==> config.mk <==
export PLATFORM = sky130hd
export DESIGN_NAME = debug_value_stream_decoder
export DESIGN_NICKNAME = d
export VERILOG_FILES = /design/src/rtl/dvsd_pkg.sv /design/src/rtl/dvsd_front.sv /design/src/rtl/dvsd_queue.sv /design/src/rtl/debug_value_stream_decoder.sv
export SDC_FILE = /design/constraint.sdc
export NUM_CORES = 1
export LEC_CHECK = 0
export BUFFER_PORTS_ARGS = -buffer_cell sky130_fd_sc_hd__clkbuf_2
export CELL_PAD_IN_SITES_DETAIL_PLACEMENT = 0
export CELL_PAD_IN_SITES_GLOBAL_PLACEMENT = 1
export CORE_ASPECT_RATIO = 0.5
export CORE_UTILIZATION = 53
export DETAILED_ROUTE_END_ITERATION = 7
export GPL_ROUTABILITY_DRIVEN = 0
export PLACE_DENSITY_LB_ADDON = 0.05
export SETUP_SLACK_MARGIN = 0.05
export SLEW_MARGIN = 10
export SYNTH_ARGS = -nofsm -noshare
export SYNTH_HDL_FRONTEND = slang
export SYNTH_SLANG_ARGS = --single-unit
==> constraint.sdc <==
create_clock -name clk -period 11.6 [get_ports clk]
set_input_delay 0.58 -clock clk [delete_from_list [all_inputs] [get_ports clk]]
set_output_delay 0.58 -clock clk [all_outputs]
set_load 0.05 [all_outputs]
==> src/rtl/dvsd_pkg.sv <==
// Shared types and constants of the debug value stream decoder.
`default_nettype none

package dvsd_pkg;

  // Result kinds as they appear on the output tuser field.
  typedef enum logic [3:0] {
    K_EOM     = 4'd0,
    K_REQ     = 4'd1,
    K_REP     = 4'd2,
    K_ERR     = 4'd3,
    K_NFY     = 4'd4,
    K_INT     = 4'd5,
    K_STR     = 4'd6,
    K_BUF     = 4'd7,
    K_PAYLOAD = 4'd8,
    K_UNUSED  = 4'd9,
    K_UNDEF   = 4'd10,
    K_NULL    = 4'd11,
    K_TRUE    = 4'd12,
    K_FALSE   = 4'd13,
    K_FLOAT   = 4'd14,
    K_ERROR   = 4'd15
  } kind_t;

  // Initial byte tags.
  localparam logic [7:0] TAG_MARKER_MAX = 8'h04;
  localparam logic [7:0] TAG_INT32      = 8'h10;
  localparam logic [7:0] TAG_STR32      = 8'h11;
  localparam logic [7:0] TAG_STR16      = 8'h12;
  localparam logic [7:0] TAG_BUF32      = 8'h13;
  localparam logic [7:0] TAG_BUF16      = 8'h14;
  localparam logic [7:0] TAG_UNUSED     = 8'h15;
  localparam logic [7:0] TAG_FALSE      = 8'h19;
  localparam logic [7:0] TAG_FLOAT      = 8'h1A;
  localparam logic [7:0] TAG_OBJECT     = 8'h1B;
  localparam logic [7:0] TAG_POINTER    = 8'h1C;
  localparam logic [7:0] TAG_LIGHTFUNC  = 8'h1D;
  localparam logic [7:0] TAG_HEAPPTR    = 8'h1E;
  localparam logic [7:0] TAG_SSTR_LO    = 8'h60;
  localparam logic [7:0] TAG_SSTR_HI    = 8'h7F;
  localparam logic [7:0] TAG_SINT_LO    = 8'h80;
  localparam logic [7:0] TAG_SINT_HI    = 8'hBF;
  localparam logic [7:0] TAG_MINT_LO    = 8'hC0;

  // Compact result carried through the queue; the output stage spreads
  // value over the int, length, float and payload fields by kind.
  typedef struct packed {
    kind_t       kind;
    logic [63:0] value;
    logic        last;
  } item_t;

endpackage

`default_nettype wire

==> src/rtl/dvsd_front.sv <==
// Front end: byte parser that classifies each accepted byte into at most one result.
`default_nettype none

module dvsd_front (
  input  wire logic           clk,
  input  wire logic           rst,
  input  wire logic           accept,
  input  wire logic [7:0]     rx_byte,
  output logic                push,
  output dvsd_pkg::item_t     item
);

  typedef enum logic [5:0] {
    PH_IDLE    = 6'b000001,
    PH_COLLECT = 6'b000010,
    PH_PAYLOAD = 6'b000100,
    PH_PREFIX  = 6'b001000,
    PH_SIZE    = 6'b010000,
    PH_SKIP    = 6'b100000
  } phase_t;

  phase_t              phase, phase_next;
  dvsd_pkg::kind_t     pending_kind, pending_kind_next;
  logic [31:0]         remaining, remaining_next;
  logic [63:0]         acc, acc_next;

  logic [31:0]         rem_dec;
  logic [63:0]         acc_shift;
  logic                res_valid;
  dvsd_pkg::item_t     res;
  logic [4:0]          sstr_len;

  always_comb begin
    phase_next        = phase;
    pending_kind_next = pending_kind;
    remaining_next    = remaining;
    acc_next          = acc;
    res_valid         = 1'b0;
    res.kind          = dvsd_pkg::K_EOM;
    res.value         = '0;
    res.last          = 1'b0;
    rem_dec           = (remaining != 32'd0) ? remaining - 32'd1 : remaining;
    acc_shift         = {acc[55:0], rx_byte};
    sstr_len          = rx_byte[4:0];

    case (phase)
      PH_COLLECT: begin
        acc_next       = acc_shift;
        remaining_next = rem_dec;
        if (rem_dec == 32'd0) begin
          phase_next = PH_IDLE;
          res_valid  = 1'b1;
          if (pending_kind == dvsd_pkg::K_FLOAT) begin
            res.kind  = dvsd_pkg::K_FLOAT;
            res.value = acc_shift;
          end else if (pending_kind == dvsd_pkg::K_STR ||
                       pending_kind == dvsd_pkg::K_BUF) begin
            res.kind       = pending_kind;
            res.value      = {32'd0, acc_shift[31:0]};
            remaining_next = acc_shift[31:0];
            if (acc_shift[31:0] != 32'd0) phase_next = PH_PAYLOAD;
          end else begin
            res.kind  = dvsd_pkg::K_INT;
            res.value = {32'd0, acc_shift[31:0]};
          end
        end
      end
      PH_PAYLOAD: begin
        remaining_next = rem_dec;
        res_valid      = 1'b1;
        res.kind       = dvsd_pkg::K_PAYLOAD;
        res.value      = {56'd0, rx_byte};
        if (rem_dec == 32'd0) begin
          phase_next = PH_IDLE;
          res.last   = 1'b1;
        end
      end
      PH_PREFIX: begin
        remaining_next = rem_dec;
        if (rem_dec == 32'd0) phase_next = PH_SIZE;
      end
      PH_SIZE: begin
        if (rx_byte == 8'd0) begin
          phase_next = PH_IDLE;
          res_valid  = 1'b1;
          res.kind   = dvsd_pkg::K_UNUSED;
        end else begin
          remaining_next = {24'd0, rx_byte};
          phase_next     = PH_SKIP;
        end
      end
      PH_SKIP: begin
        remaining_next = rem_dec;
        if (rem_dec == 32'd0) begin
          phase_next = PH_IDLE;
          res_valid  = 1'b1;
          res.kind   = dvsd_pkg::K_UNUSED;
        end
      end
      default: begin
        phase_next = PH_IDLE;
        if (rx_byte <= dvsd_pkg::TAG_MARKER_MAX) begin
          res_valid = 1'b1;
          res.kind  = dvsd_pkg::kind_t'(rx_byte[3:0]);
        end else if (rx_byte == dvsd_pkg::TAG_INT32 || rx_byte == dvsd_pkg::TAG_STR32 ||
                     rx_byte == dvsd_pkg::TAG_STR16 || rx_byte == dvsd_pkg::TAG_BUF32 ||
                     rx_byte == dvsd_pkg::TAG_BUF16 || rx_byte == dvsd_pkg::TAG_FLOAT) begin
          phase_next = PH_COLLECT;
          acc_next   = '0;
          case (rx_byte)
            dvsd_pkg::TAG_INT32: begin
              pending_kind_next = dvsd_pkg::K_INT;
              remaining_next    = 32'd4;
            end
            dvsd_pkg::TAG_STR32: begin
              pending_kind_next = dvsd_pkg::K_STR;
              remaining_next    = 32'd4;
            end
            dvsd_pkg::TAG_STR16: begin
              pending_kind_next = dvsd_pkg::K_STR;
              remaining_next    = 32'd2;
            end
            dvsd_pkg::TAG_BUF32: begin
              pending_kind_next = dvsd_pkg::K_BUF;
              remaining_next    = 32'd4;
            end
            dvsd_pkg::TAG_BUF16: begin
              pending_kind_next = dvsd_pkg::K_BUF;
              remaining_next    = 32'd2;
            end
            default: begin
              pending_kind_next = dvsd_pkg::K_FLOAT;
              remaining_next    = 32'd8;
            end
          endcase
        end else if (rx_byte == dvsd_pkg::TAG_OBJECT) begin
          phase_next     = PH_PREFIX;
          remaining_next = 32'd1;
        end else if (rx_byte == dvsd_pkg::TAG_LIGHTFUNC) begin
          phase_next     = PH_PREFIX;
          remaining_next = 32'd2;
        end else if (rx_byte == dvsd_pkg::TAG_POINTER || rx_byte == dvsd_pkg::TAG_HEAPPTR) begin
          phase_next = PH_SIZE;
        end else if (rx_byte >= dvsd_pkg::TAG_UNUSED && rx_byte <= dvsd_pkg::TAG_FALSE) begin
          res_valid = 1'b1;
          res.kind  = dvsd_pkg::kind_t'(4'(rx_byte - dvsd_pkg::TAG_UNUSED) + 4'd9);
        end else if (rx_byte >= dvsd_pkg::TAG_SSTR_LO && rx_byte <= dvsd_pkg::TAG_SSTR_HI) begin
          // short string: header now, payload follows unless empty
          res_valid      = 1'b1;
          res.kind       = dvsd_pkg::K_STR;
          res.value      = {59'd0, sstr_len};
          remaining_next = {27'd0, sstr_len};
          if (sstr_len != 5'd0) phase_next = PH_PAYLOAD;
        end else if (rx_byte >= dvsd_pkg::TAG_SINT_LO && rx_byte <= dvsd_pkg::TAG_SINT_HI) begin
          res_valid = 1'b1;
          res.kind  = dvsd_pkg::K_INT;
          res.value = {58'd0, rx_byte[5:0]};
        end else if (rx_byte >= dvsd_pkg::TAG_MINT_LO) begin
          // medium integer: high six bits now, low byte next
          phase_next        = PH_COLLECT;
          pending_kind_next = dvsd_pkg::K_INT;
          remaining_next    = 32'd1;
          acc_next          = {58'd0, rx_byte[5:0]};
        end else begin
          res_valid = 1'b1;
          res.kind  = dvsd_pkg::K_ERROR;
        end
      end
    endcase
  end

  always_ff @(posedge clk) begin
    if (rst) begin
      phase        <= PH_IDLE;
      pending_kind <= dvsd_pkg::K_EOM;
      remaining    <= 32'd0;
      acc          <= 64'd0;
    end else if (accept) begin
      phase        <= phase_next;
      pending_kind <= pending_kind_next;
      remaining    <= remaining_next;
      acc          <= acc_next;
    end
  end

  assign push = accept && res_valid;
  assign item = res;

  a_payload_count: assert property (@(posedge clk) disable iff (rst)
    phase == PH_PAYLOAD |-> remaining != 32'd0)
    else $error("payload phase with no bytes left");

  a_skip_count: assert property (@(posedge clk) disable iff (rst)
    (phase == PH_SKIP || phase == PH_PREFIX) |-> remaining != 32'd0)
    else $error("skip phase with no bytes left");

  a_collect_count: assert property (@(posedge clk) disable iff (rst)
    phase == PH_COLLECT |-> (remaining != 32'd0 && remaining <= 32'd8))
    else $error("collect count out of range");

endmodule

`default_nettype wire

==> src/rtl/dvsd_queue.sv <==
// Short result queue between the parser and the output stream.
`default_nettype none

module dvsd_queue #(
  parameter int DEPTH = 4
) (
  input  wire logic            clk,
  input  wire logic            rst,
  input  wire logic            push,
  input  wire dvsd_pkg::item_t push_item,
  input  wire logic            pop,
  output logic                 full,
  output logic                 not_empty,
  output dvsd_pkg::item_t      head
);

  localparam int PW = (DEPTH > 1) ? $clog2(DEPTH) : 1;
  localparam int CW = $clog2(DEPTH + 1);

  dvsd_pkg::item_t  slots [DEPTH];
  logic [PW-1:0]    wr_ptr, rd_ptr;
  logic [CW-1:0]    count;
  logic             do_pop;

  assign full      = (count == CW'(DEPTH));
  assign not_empty = (count != '0);
  assign do_pop    = pop && not_empty;
  assign head      = slots[rd_ptr];

  always_ff @(posedge clk) begin
    if (push) slots[wr_ptr] <= push_item;
  end

  always_ff @(posedge clk) begin
    if (rst) begin
      wr_ptr <= '0;
      rd_ptr <= '0;
      count  <= '0;
    end else begin
      if (push) wr_ptr <= (wr_ptr == PW'(DEPTH - 1)) ? '0 : wr_ptr + PW'(1);
      if (do_pop) rd_ptr <= (rd_ptr == PW'(DEPTH - 1)) ? '0 : rd_ptr + PW'(1);
      if (push && !do_pop) count <= count + CW'(1);
      else if (!push && do_pop) count <= count - CW'(1);
    end
  end

  a_no_overflow: assert property (@(posedge clk) disable iff (rst)
    push |-> !full)
    else $error("push into full queue");

endmodule

`default_nettype wire

==> src/rtl/debug_value_stream_decoder.sv <==
// Top level of the debug value stream decoder: parser, result queue and output stage.
`default_nettype none

// Decodes a debugger wire stream one byte per item. Each accepted byte on the
// s_ side yields zero or one result on the m_ side: markers 0x00-0x04 pass
// through, integers and doubles are assembled big-endian, strings and buffers
// give a header (16-bit length forms reported as their 32-bit kinds) and then
// one payload item per content byte with tlast on the final one, and object,
// pointer, lightfunc and heap-pointer values are skipped by their size byte
// and reported as unused. An illegal initial byte gives an error result.
// Rate: one byte per clock, sustained, for as long as the consumer keeps up;
// the parse state register sets that figure. A result enters the queue as
// its byte is accepted and is shown on the m_ side once the results ahead
// of it are taken. The QUEUE_DEPTH-entry queue absorbs consumer stalls; s_tready
// drops only when it is full, and never depends on m_tready in the same cycle.
module debug_value_stream_decoder #(
  parameter int QUEUE_DEPTH = 4
) (
  input  wire logic          clk,
  input  wire logic          rst,
  input  wire logic          s_tvalid,
  output logic               s_tready,
  input  wire logic [7:0]    s_tdata,   // [7:0] rx_byte
  output logic               m_tvalid,
  input  wire logic          m_tready,
  output logic [135:0]       m_tdata,   // [31:0] int_word, [63:32] length,
                                        // [127:64] float_bits, [135:128] payload_byte
  output logic [3:0]         m_tuser,   // [3:0] kind
  output logic               m_tlast    // last
);

  logic             accept;
  logic             push;
  dvsd_pkg::item_t  push_item;
  logic             q_full;
  logic             q_not_empty;
  dvsd_pkg::item_t  head;
  logic [31:0]      int_word;
  logic [31:0]      length;
  logic [63:0]      float_bits;
  logic [7:0]       payload_byte;

  // Take a byte whenever the queue has room for its possible result.
  assign s_tready = !q_full;
  assign accept   = s_tvalid && s_tready;

  dvsd_front u_front (
    .clk     (clk),
    .rst     (rst),
    .accept  (accept),
    .rx_byte (s_tdata),
    .push    (push),
    .item    (push_item)
  );

  dvsd_queue #(
    .DEPTH (QUEUE_DEPTH)
  ) u_queue (
    .clk       (clk),
    .rst       (rst),
    .push      (push),
    .push_item (push_item),
    .pop       (m_tready),
    .full      (q_full),
    .not_empty (q_not_empty),
    .head      (head)
  );

  // Spread the compact value onto the field that the kind selects; zero the rest.
  always_comb begin
    int_word     = 32'd0;
    length       = 32'd0;
    float_bits   = 64'd0;
    payload_byte = 8'd0;
    case (head.kind)
      dvsd_pkg::K_INT:     int_word     = head.value[31:0];
      dvsd_pkg::K_STR,
      dvsd_pkg::K_BUF:     length       = head.value[31:0];
      dvsd_pkg::K_FLOAT:   float_bits   = head.value;
      dvsd_pkg::K_PAYLOAD: payload_byte = head.value[7:0];
      default: begin
      end
    endcase
  end

  assign m_tvalid = q_not_empty;
  assign m_tdata  = {payload_byte, float_bits, length, int_word};
  assign m_tuser  = head.kind;
  assign m_tlast  = head.last;

  a_last_on_payload: assert property (@(posedge clk) disable iff (rst)
    (m_tvalid && m_tlast) |-> m_tuser == dvsd_pkg::K_PAYLOAD)
    else $error("tlast on a non-payload result");

  a_result_follows_push: assert property (@(posedge clk) disable iff (rst)
    push |=> m_tvalid)
    else $error("queued result not presented");

endmodule

`default_nettype wire

==> qor.csv, run 1 <==
stage,metric,value,unit
synthesis,sequential-to-total area share from yosys stat,59.9,%
timing,Tmin final,5.44,ns
finish,# fillers,2554,
grt,global-route wire length before repair,64700,um
timing,Tcrit/Tclk final,46.9,%
floorplanning,Starting Density,54.4,%
pwr,Pwr Density,193,mW/mm^2
finish,multi-input logic area,0.00661,mm^2
clock_network,Bufs on Longest Clock Path,3,
setup_path,crit path capture type,flop,
setup_path,CP max stage cell,buf_4,
floorplanning,Die Height,130,um
timing,Slew headroom,23.3,%
timing,Post-Route Skew,0.0274,ns
drt,detailed-route DRC error count,0,
status,run status,finished clean,
setup_path,Buf/Inv on CP,2,
timing,fin. max-slew vios,0,
timing,final setup fails,0,
finish,Total Nets Final,1507,
clock_network,Resized cells post-CTS,0,
timing,final worst slack,6.16,ns
grt,pin count of the biggest net entering global routing,80,
pwr,Max VDD drop,0.0867,mV
synthesis,Area contributors post-synth,"edfxtp_1 48%, dfxtp_1 12%, mux4_2 8.9%",
placement,Final HPWL DP,27700,um
timing,fmax,0.184,GHz
synthesis,Netlist cell types,76,
finish,diode count,0,
synthesis,most common cell in the netlist,edfxtp_1,
finish,Register Area,0.0104,mm^2
synthesis,area share of the largest cell type after synthesis,47.6,%
synthesis,average cell area after synthesis,12.8,um^2
setup_path,cells on worst reg2reg path,11,
setup_path,Top Family by Delay on Critical Path,simple AND/OR/NAND/NOR gates,
clock_network,clock root cell,clkbuf_16,
drt,via count,11900,
hold_path,Worst Hold Launch,m_tready,
placement,I/O Buffers,154,
clock_network,clock latency at the later pin of the worst-skew pair,0.53,ns
drt,Avg Vias per Cell,6.11,
synthesis,syn_nets,1388,
setup_path,worst endpoint required time,11.74,ns
clock_network,CTS H-tree lvls,2,
clock_network,Setup Buffers After CTS,0,
synthesis,Most used DFF post-synth,edfxtp_1,
setup_path,FF-to-FF setup slack,6.16,ns
clock_network,CTS tree,done,
timing,RSZ-0062 raised after global routing,false,
setup_path,"Data arrival, critical path",5.58,ns
timing,final hold vios,0,
synthesis,Syn Std Cell Area,0.0174,mm^2
synthesis,number of enable flip-flop cells after synthesis,276,
setup_path,crit start category,flop,
grt,number of global-route vias before repair,11300,
clock_network,# clock sinks,383,
setup_path,cell mode on critical path,nand4_1,
setup_path,critical path class,reg -> reg,
finish,Syn-to-layout area delta,12.9,%
pwr,total power,3.79,mW
timing,TNS Setup,0,ns
placement,Place WS,6.20,ns
pwr,Leakage Power,7.29,nW
grt,initial antenna violation count,0,
setup_path,worst reg2reg startpoint,u_front.remaining[0],
setup_path,Worst path max stage delay,0.74,ns
hold_path,Hold Path Depth,3,
drt,initial drt markers,1249,
flow_run,Max Cap Viol,0,
drt,DR pass1 iterations,5,
timing,Slew @ Worst Pin,1.15,ns
clock_network,CTS buffer count,35,
finish,number of non-filler instances in the completed layout,1941,
placement,placed instance area,0.0186,mm^2
synthesis,Mapped Cells,1364,
hold_path,worst hold path type,in -> reg,
floorplanning,# IOs,155,
synthesis,"top cells by count, synth","276 x edfxtp_1, 176 x and2_1, 116 x nor2_1",
synthesis,synth warn,0,
setup_path,R2R Path End,u_queue.slots[0][67],
clock_network,clock-pin slew on the worst setup and hold paths,0.07,ns
floorplanning,total core area,0.0320,mm^2
synthesis,Yosys reg bits,383,
synthesis,"FFs w/ async S/R, synth",0,%
grt,All-Layer GR Usage,25.1,%
grt,GRT overflow,0,
floorplanning,std cell rows,46,
finish,cell area after layout,0.0197,mm^2
setup_path,CP Cell Sequence,"inv_1, ha_1, nor3b_2, nand4_1, nor3_4, o21ai_1, nor4_1, nand4_1, o22ai_1, and2_2, buf_4",
setup_path,worst-path fanout max,65,
placement,placed cell count,1878,
floorplanning,DIE WIDTH,258,um
finish,layout cells sized above 1,21.1,%
floorplanning,die area,0.0336,mm^2
drt,Routed Antenna Nets,0,
clock_network,post-cts hold buffer count,0,
drt,Routed WL,42400,um
drt,routed len/inst,21.8,um
synthesis,Synth area leader,edfxtp_1,
## metrics by stage
step / hold WS (ns) / utilization [%]
finish: 0.376 / 61.5
global route: 0.399 / 61.5
CTS: 0.355 / 61.5
detailed placement: 0.453 / 58.0
global placement: 0.434 / 58.0
floorplan: 0.426 / -
## cell usage in the layout (no fill, tap or decap), types with 20 or more instances in the layout
master	count
inv_1	20
mux4_2	69
and2_1	172
and3_1	36
nor3_1	27
nor2_1	112
a22oi_1	60
edfxtp_1	276
nand2_1	70
dfxtp_1	105
clkbuf_16	35
clkbuf_2	154
a21oi_1	36
o21ai_0	27
nand3_1	20
## how the worst max path moves through the flow
| stage | startpoint | endpoint | slack, ns | cells past startpoint |
|---|---|---|---|---|
| final | u_front.remaining[0] | u_queue.slots[0][67] | 6.16 | 11 |
| after CTS | u_front.remaining[0] | u_queue.slots[0][50] | 6.18 | 11 |
| after global placement | u_front.remaining[0] | u_queue.slots[0][51] | 6.43 | 11 |
| after floorplan | u_front.remaining[14] | u_queue.slots[0][0] | 6.54 | 10 |
| after global routing | u_front.remaining[0] | u_queue.slots[0][36] | 5.80 | 11 |
| after detailed placement | u_front.remaining[0] | u_queue.slots[0][50] | 6.20 | 11 |
## worst min-delay path: cells and delay by family
family	cells	cell delay [ns]
AOI/OAI and AO/OA	1	0.08
and+or+nand+nor	1	0.07
buffers and inverters	1	0.09
## flip-flops by register name (all words and copies together), names as in the netlist, named ones only
name / flops
u_queue.wr_ptr: 2
u_front.remaining: 32
u_front.pending_kind: 4
u_front.acc: 56
u_front.phase: 6
u_queue.slots: 276
u_queue.rd_ptr: 2
u_queue.count: 3
## cell type report
type | count | share of cell area (%)
inverters | 20 | 0.382
clock inverters | 16 | 0.979
flip-flops and latches | 383 | 53.0
repair buffers | 170 | 4.53
well taps | 432 | 2.75
multi-input cells | 873 | 33.6
clock buffers | 47 | 4.73
## cells by family after synthesis
logic type | after synthesis | synth area share (%)
and+or+nand+nor | 542 | 17.4
AOI/OAI and AO/OA | 218 | 8.78
xor gates and xnor gates | 24 | 1.21
DFF | 383 | 59.9
adders and majority gates | 12 | 0.905
buffers and inverters | 108 | 2.47
muxes | 77 | 9.38
## metal layers
metal  global-route usage [%]  vias up  routed length, um
met5                        0        -                  0
met4                     5.01        0                635
met3                     4.43       66               2610
met2                     40.4      394              19900
met1                     36.4     5981              19200
li1                         -     5427                  -
## power by group
group	internal [mW]	switching [mW]	total, mW	leakage (nW)
combinational	0.334	0.694	1.03	3.21
sequential	1.56	0.0572	1.62	3.54
clock	0.657	0.487	1.14	0.542
total	2.55	1.24	3.79	7.29
(Power assumes the default switching activity.)
==> run 2: changes to the inputs <==
- CORE_UTILIZATION: 53 -> 44
- clock period: 11.6 -> 4.95 ns (I/O delays scaled with it)
==> run 2 against run 1 <==
  * Sequential power rose by 130%
  * Flip-flop and latch count did not move
  * Non-clock buffer count rose by 25
  * Total power rose by 140%
  * Cell area rose by 2.6%
  * First-iteration DRC count fell by 19%
  * Wire length rose by 8.7%
  * Sequential share of layout area fell by 1.4 points
  * Critical path type unchanged
  * Largest cell class unchanged
==> qor.csv, run 2 (same netlist as run 1, synthesis figures left out) <==
stage,metric,value,unit,change
floorplanning,total core area,0.0389,mm^2,+22%
floorplanning,# IOs,155,,unchanged
drt,DR pass1 iterations,6,,+1
timing,TNS Setup,0,ns,unchanged
floorplanning,Die Height,143,um,+9.6%
pwr,Leakage Power,7.49,nW,+2.8%
finish,"most common cell after layout, fill and taps aside",edfxtp_1,,
pwr,Max VDD drop,0.221,mV,+150%
floorplanning,std cell rows,51,,+11%
grt,pin count of the biggest net entering global routing,80,,unchanged
grt,GRT overflow,0,,unchanged
drt,Routed Antenna Nets,0,,unchanged
drt,via count,11900,,+0.40%
setup_path,"Data arrival, critical path",5.06,ns,-0.52 ns
placement,Final HPWL DP,30100,um,+8.9%
clock_network,clock latency at the later pin of the worst-skew pair,0.54,ns,about the same
finish,"commonest cells after routing, fill and taps aside","276 x edfxtp_1, 172 x and2_1, 154 x clkbuf_2",,
drt,detailed-route DRC error count,0,,unchanged
floorplanning,Starting Density,44.8,%,-9.7 points
finish,layout cells sized above 1,23.3,%,+2.2 points
setup_path,worst-path fanout max,9,,-86%
finish,Total Nets Final,1533,,+1.7%
clock_network,CTS buffer count,36,,+2.9%
finish,Syn-to-layout area delta,15.9,%,
setup_path,crit path capture type,flop,,
pwr,Pwr Density,453,mW/mm^2,+140%
placement,I/O Buffers,154,,unchanged
timing,Slew headroom,26.1,%,+2.8 points
grt,initial antenna violation count,0,,unchanged
placement,Place WS,0.190,ns,-6.01 ns
clock_network,Bufs on Longest Clock Path,3,,unchanged
clock_network,CTS H-tree lvls,2,,unchanged
clock_network,# clock sinks,383,,unchanged
finish,# fillers,3370,,+32%
finish,diode count,0,,unchanged
timing,RSZ-0062 raised after global routing,false,,
timing,final setup fails,0,,unchanged
timing,Slew @ Worst Pin,1.11,ns,-0.0433 ns
timing,fin. max-slew vios,0,,unchanged
hold_path,worst hold path type,in -> reg,,
flow_run,Max Cap Viol,0,,unchanged
timing,final worst slack,0.335,ns,-5.83 ns
drt,initial drt markers,1009,,-19%
setup_path,CP max stage cell,nor3_4,,
setup_path,CP Cell Sequence,"inv_1, ha_1, nor3b_4, nand4_1, nor3_4, buf_4, a31oi_1, nor4b_1, nand4b_1, o22ai_1, ha_1, inv_1, fa_1, xor2_1, or3_1, a21oi_1",,
floorplanning,DIE WIDTH,283,um,+9.7%
timing,Post-Route Skew,0.0203,ns,-0.00713 ns
floorplanning,die area,0.0404,mm^2,+20%
clock_network,clock-pin slew on the worst setup and hold paths,0.06,ns,about the same
drt,Avg Vias per Cell,5.77,,-5.7%
finish,max reg flops,276,,unchanged
drt,routed len/inst,22.3,um,+2.1%
finish,Top reg by flops,u_queue.slots,,
drt,Routed WL,46000,um,+8.7%
grt,number of global-route vias before repair,11800,,+5.1%
setup_path,worst endpoint required time,5.39,ns,-6.35 ns
grt,All-Layer GR Usage,22.9,%,-2.2 points
setup_path,critical path class,reg -> reg,,
clock_network,CTS tree,done,,
timing,final hold vios,0,,unchanged
grt,global-route wire length before repair,70900,um,+9.5%
setup_path,crit start category,flop,,
setup_path,Worst path max stage delay,0.48,ns,-0.26 ns
finish,biggest regs,"u_queue.slots (276), u_front.acc (56), u_front.remaining (32)",,
timing,Tcrit/Tclk final,93.2,%,+46 points
clock_network,clock root cell,clkbuf_16,,
status,run status,finished clean,,
timing,Tmin final,4.62,ns,-0.824 ns
timing,fmax,0.217,GHz,+18%
-- run 2: changes by cell type in the layout (fill, tap and decap cells not counted), sizes merged --
cell         change
clkinv           -4
clkbuf           +5
dlygate4sd3      +1
bufinv           -3
buf             +24
inv              +1
clkinvlp         +3
-- run 2: power breakdown --
group          switching (mW)  internal (mW)  leakage, nW
logic                    1.71          0.861         3.36
registers              0.0938           3.65         3.54
clock network            1.20           1.62        0.593
total                    3.01           6.13         7.49
-- run 2: cell type report --
cell class	instances	area, um^2	share of cell area, %
Multi-Input combinational cell	873	6630	32.8
Inverter	20	75.1	0.372
Sequential cell	383	10400	51.7
Timing Repair Buffer	195	1170	5.79
Clock inverter	13	118	0.582
Clock buffer	52	1100	5.47
Tap cell	530	663	3.28
-- run 2: timing repair --
action	4_1_cts	5_1_grt
resized for setup	0	4
hold buffers	1	0
endpoints found under the hold margin	1	0
buffers inserted	0	4
endpoints found under the setup margin	0	45
-- run 2: critical path, delay by kind of cell (launching register included) --
kind | cells | cell delay [ns]
AO/OA/AOI/OAI | 3 | 0.56
flip-flops | 1 | 0.39
buffers and inverters | 3 | 0.41
XOR/XNOR | 1 | 0.16
AND/OR/NAND/NOR | 6 | 2.08
adder cells (fa/ha/maj) | 3 | 0.93
-- run 2: metal layers --
| metal | track usage, % | share of wire, % | up-vias |
|---|---|---|---|
| li1 | - | - | 5482 |
| met1 | 31.6 | 45 | 6015 |
| met2 | 37.7 | 47 | 353 |
| met3 | 4.28 | 6.1 | 65 |
| met4 | 5.55 | 1.7 | 0 |
| met5 | 0 | 0 | - |
-- run 2: worst paths after layout --
path                            depth (start not counted)                     from  slack [ns]                 endpoint
worst min register to register                          2  u_front.pending_kind[2]        0.48  u_front.pending_kind[2]
worst max register to register                         16     u_front.remaining[0]        0.33         u_queue.count[2]
worst min-delay path                                    3               s_tdata[2]        0.15           u_front.acc[2]
worst max-delay path                                   16     u_front.remaining[0]        0.33         u_queue.count[2]
-- run 2: through the flow --
step | power [mW] | instance area [um^2] | cells | hold WS, ns | util, %
floorplan | 5.68 | 17400 | 1364 | 0.399 | -
global placement | 6.35 | 18900 | 1995 | 0.435 | 48.6
detailed placement | 6.39 | 18900 | 1996 | 0.473 | 48.6
CTS | 9.21 | 20100 | 2062 | 0.115 | 51.7
global route | 9.55 | 20200 | 2066 | 0.145 | 51.9
finish | 9.14 | 20200 | 2066 | 0.146 | 51.9
==> run 3: changes to the inputs <==
- BUFFER_PORTS_ARGS: -buffer_cell sky130_fd_sc_hd__clkbuf_2 -> not set
- CORE_UTILIZATION: 44 -> 47
- DONT_BUFFER_PORTS: not set -> 1
==> run 3 against run 2 <==
  * The flow now finishes with violations (DRC)
  * Fmax increased by 5.5%
  * Global-route usage increased by 0.78 points
  * Clock power decreased by 6%
  * Utilization increased by 1.3 points
  * Clock skew decreased by 0.0094 ns
  * Via count decreased by 4.7%
  * Cell area decreased by 4.5%
  * Flip-flop and latch count unchanged
  * Total power decreased by 3.8%
  * Wire length decreased by 3.3%
  * Sequential share of layout area increased by 2.5 points
  * Largest cell class unchanged
  * Largest power group unchanged
  * Highest routed layer unchanged
==> qor.csv, run 3 (same netlist as run 1, synthesis figures left out) <==
stage,metric,value,unit,change
setup_path,CP max stage cell,a2111oi_1,,
floorplanning,Die Height,138,um,-3.2%
floorplanning,DIE WIDTH,274,um,-3.2%
clock_network,clock latency at the later pin of the worst-skew pair,0.53,ns,about the same
grt,GR peak layer,met2,,
pwr,sequential share of power,42.6,%,+1.6 points
grt,global-route wire length before repair,68500,um,-3.3%
pwr,switching share of power,33.5,%,+0.63 points
clock_network,CTS buffer count,35,,-2.8%
pwr,Clock Power Share,30.0,%,-0.9 points
grt,All-Layer GR Usage,23.7,%,+0.78 points
grt,number of global-route vias before repair,10900,,-7.5%
finish,"most common cell after layout, fill and taps aside",edfxtp_1,,
timing,Slew headroom,24.0,%,-2.1 points
clock_network,clock root cell,clkbuf_16,,
finish,"commonest cells after routing, fill and taps aside","276 x edfxtp_1, 172 x and2_1, 111 x nor2_1",,
timing,RSZ-0062 raised after global routing,false,,
setup_path,Top Family by Delay on Critical Path,simple AND/OR/NAND/NOR gates,,
setup_path,worst endpoint required time,5.41,ns,+0.02 ns
clock_network,clock-pin slew on the worst setup and hold paths,0.07,ns,about the same
timing,Tmin final,4.37,ns,-0.241 ns
hold_path,worst hold path type,in -> reg,,
clock_network,# clock sinks,383,,unchanged
finish,layout cells sized above 1,14.0,%,-9.4 points
finish,fin util,53.2,%,+1.3 points
pwr,Max VDD drop,0.238,mV,+7.7%
finish,cell area after layout,0.0193,mm^2,-4.5%
drt,DR pass1 iterations,7,,+1
floorplanning,std cell rows,49,,-3.9%
floorplanning,Starting Density,48.1,%,+3.3 points
finish,Top reg by flops,u_queue.slots,,
drt,Routed Antenna Nets,0,,unchanged
placement,Final HPWL DP,27900,um,-7.4%
finish,biggest regs,"u_queue.slots (276), u_front.acc (56), u_front.remaining (32)",,
timing,Tcrit/Tclk final,88.4,%,-4.9 points
drt,routed len/inst,23.8,um,+7.0%
pwr,combinational cell fraction of total power,27.4,%,-0.7 points
grt,GR Layer Usage met1,35.7,%,+4.1 points
grt,met3 Use GR,3.51,%,-0.77 points
status,run status,"finished, violations left",,
grt,M2 GR Usage,36.1,%,-1.5 points
grt,pin count of the biggest net entering global routing,78,,-2.5%
grt,initial antenna violation count,1,,+1
placement,I/O Buffers,0,,-100%
setup_path,CP Cell Sequence,"inv_1, ha_1, nor3b_4, nand4_1, a2111oi_1, buf_4, mux2i_1, nor4b_2, nand4_1, o22ai_2, ha_1, inv_1, fa_1, xor2_1, or3_1, a21oi_1",,
finish,max reg flops,276,,unchanged
pwr,Internal,5.84,mW,-4.7%
setup_path,critical path class,reg -> reg,,
clock_network,Bufs on Longest Clock Path,3,,unchanged
setup_path,crit start category,flop,,
setup_path,worst-path fanout max,9,,unchanged
clock_network,CTS tree,done,,
drt,detailed-route DRC error count,8,,+8
placement,Place WS,0.142,ns,-0.0483 ns
finish,Total Nets Final,1381,,-9.9%
drt,Routed WL,44500,um,-3.3%
setup_path,crit path capture type,flop,,
drt,Avg Vias per Cell,6.08,,+5.4%
pwr,Leakage Power,6.72,nW,-10%
status,failing checks,DRC,,
pwr,Pwr Density,456,mW/mm^2,+0.73%
placement,placed instance area,0.0180,mm^2,-4.9%
drt,via count,11400,,-4.7%
setup_path,"Data arrival, critical path",4.84,ns,-0.22 ns
timing,final hold vios,0,,unchanged
drt,initial drt markers,926,,-8.2%
pwr,net switching power,2.95,mW,-2.0%
grt,GRT overflow,0,,unchanged
timing,final worst slack,0.576,ns,+0.241 ns
floorplanning,# IOs,155,,unchanged
clock_network,CTS H-tree lvls,2,,unchanged
flow_run,Max Cap Viol,0,,unchanged
timing,Slew @ Worst Pin,1.14,ns,+0.0313 ns
timing,TNS Setup,0,ns,unchanged
timing,Hold WS,0.0506,ns,-0.0953 ns
timing,final setup fails,0,,unchanged
finish,Syn-to-layout area delta,10.6,%,
timing,fin. max-slew vios,0,,unchanged
floorplanning,die area,0.0379,mm^2,-6.3%
timing,fmax,0.229,GHz,+5.5%
timing,Post-Route Skew,0.0109,ns,-0.00938 ns
setup_path,Buf/Inv on CP,3,,unchanged
floorplanning,total core area,0.0362,mm^2,-6.9%
setup_path,Worst path max stage delay,0.47,ns,about the same
-- run 3: changes by cell type in the layout (fill, tap and decap cells not counted), moves of 3 or more --
cell | before | now
buf_12 | 7 | 4
clkbuf_16 | 39 | 35
buf_4 | 33 | 29
and2_2 | 4 | 0
clkbuf_2 | 154 | 0
and2_4 | 0 | 4
clkinv_1 | 2 | 7
clkinv_2 | 3 | 6
dlygate4sd3_1 | 1 | 10
clkbuf_8 | 8 | 1
-- run 3: path summary, 6_finish.rpt --
| kind | startpoint | end | slack [ns] | cells past startpoint |
|---|---|---|---|---|
| setup reg to reg | u_front.remaining[0] | u_queue.count[2] | 0.58 | 16 |
| hold reg to reg | u_front.pending_kind[2] | u_front.pending_kind[2] | 0.47 | 2 |
| hold / removal | s_tdata[6] | u_queue.slots[1][7] | 0.05 | 1 |
| setup / recovery | u_front.remaining[0] | u_queue.count[2] | 0.58 | 16 |
-- run 3: repair_timing --
action	CTS	global route
hold buffers	11	0
setup endpoints to repair	0	414
gates resized for setup	0	6
buffers inserted	0	6
hold endpoints to repair	84	0
-- run 3: layer usage --
layer  vias to the layer above  part of all wire, %
li1                       5182                    -
met1                      5762                   47
met2                       361                   46
met3                        52                  5.9
met4                         0                  1.5
met5                         -                    0
-- run 3: final cells by class --
cell class                 instances  area, um^2
timing repair buffer              44         425
tap                              484         606
clock inverter                    21         181
clock buffer                      42         912
antenna                            1        2.50
sequential                       383       10400
multi-input combinational        873        6640
inverter                          20        75.1
fill                            3027       17000
-- run 3: power by group through the flow --
stage          Sequential (mW)  Clock, mW  Combinational [mW]
2_1_floorplan             3.77          0                1.91
3_3_place_gp              3.80          0                2.35
3_5_place_dp              3.82          0                2.37
4_1_cts                   3.75       2.69                2.40
5_1_grt                   3.76       2.83                2.59
6_report                  3.74       2.64                2.41
-- run 3: through the flow --
stage          total power, mW  std cells
3_5_place_dp              6.19       1787
4_1_cts                   8.84       1861
3_3_place_gp              6.16       1787
5_1_grt                   9.18       1867
6_report                  8.79       1868
2_1_floorplan             5.68       1364
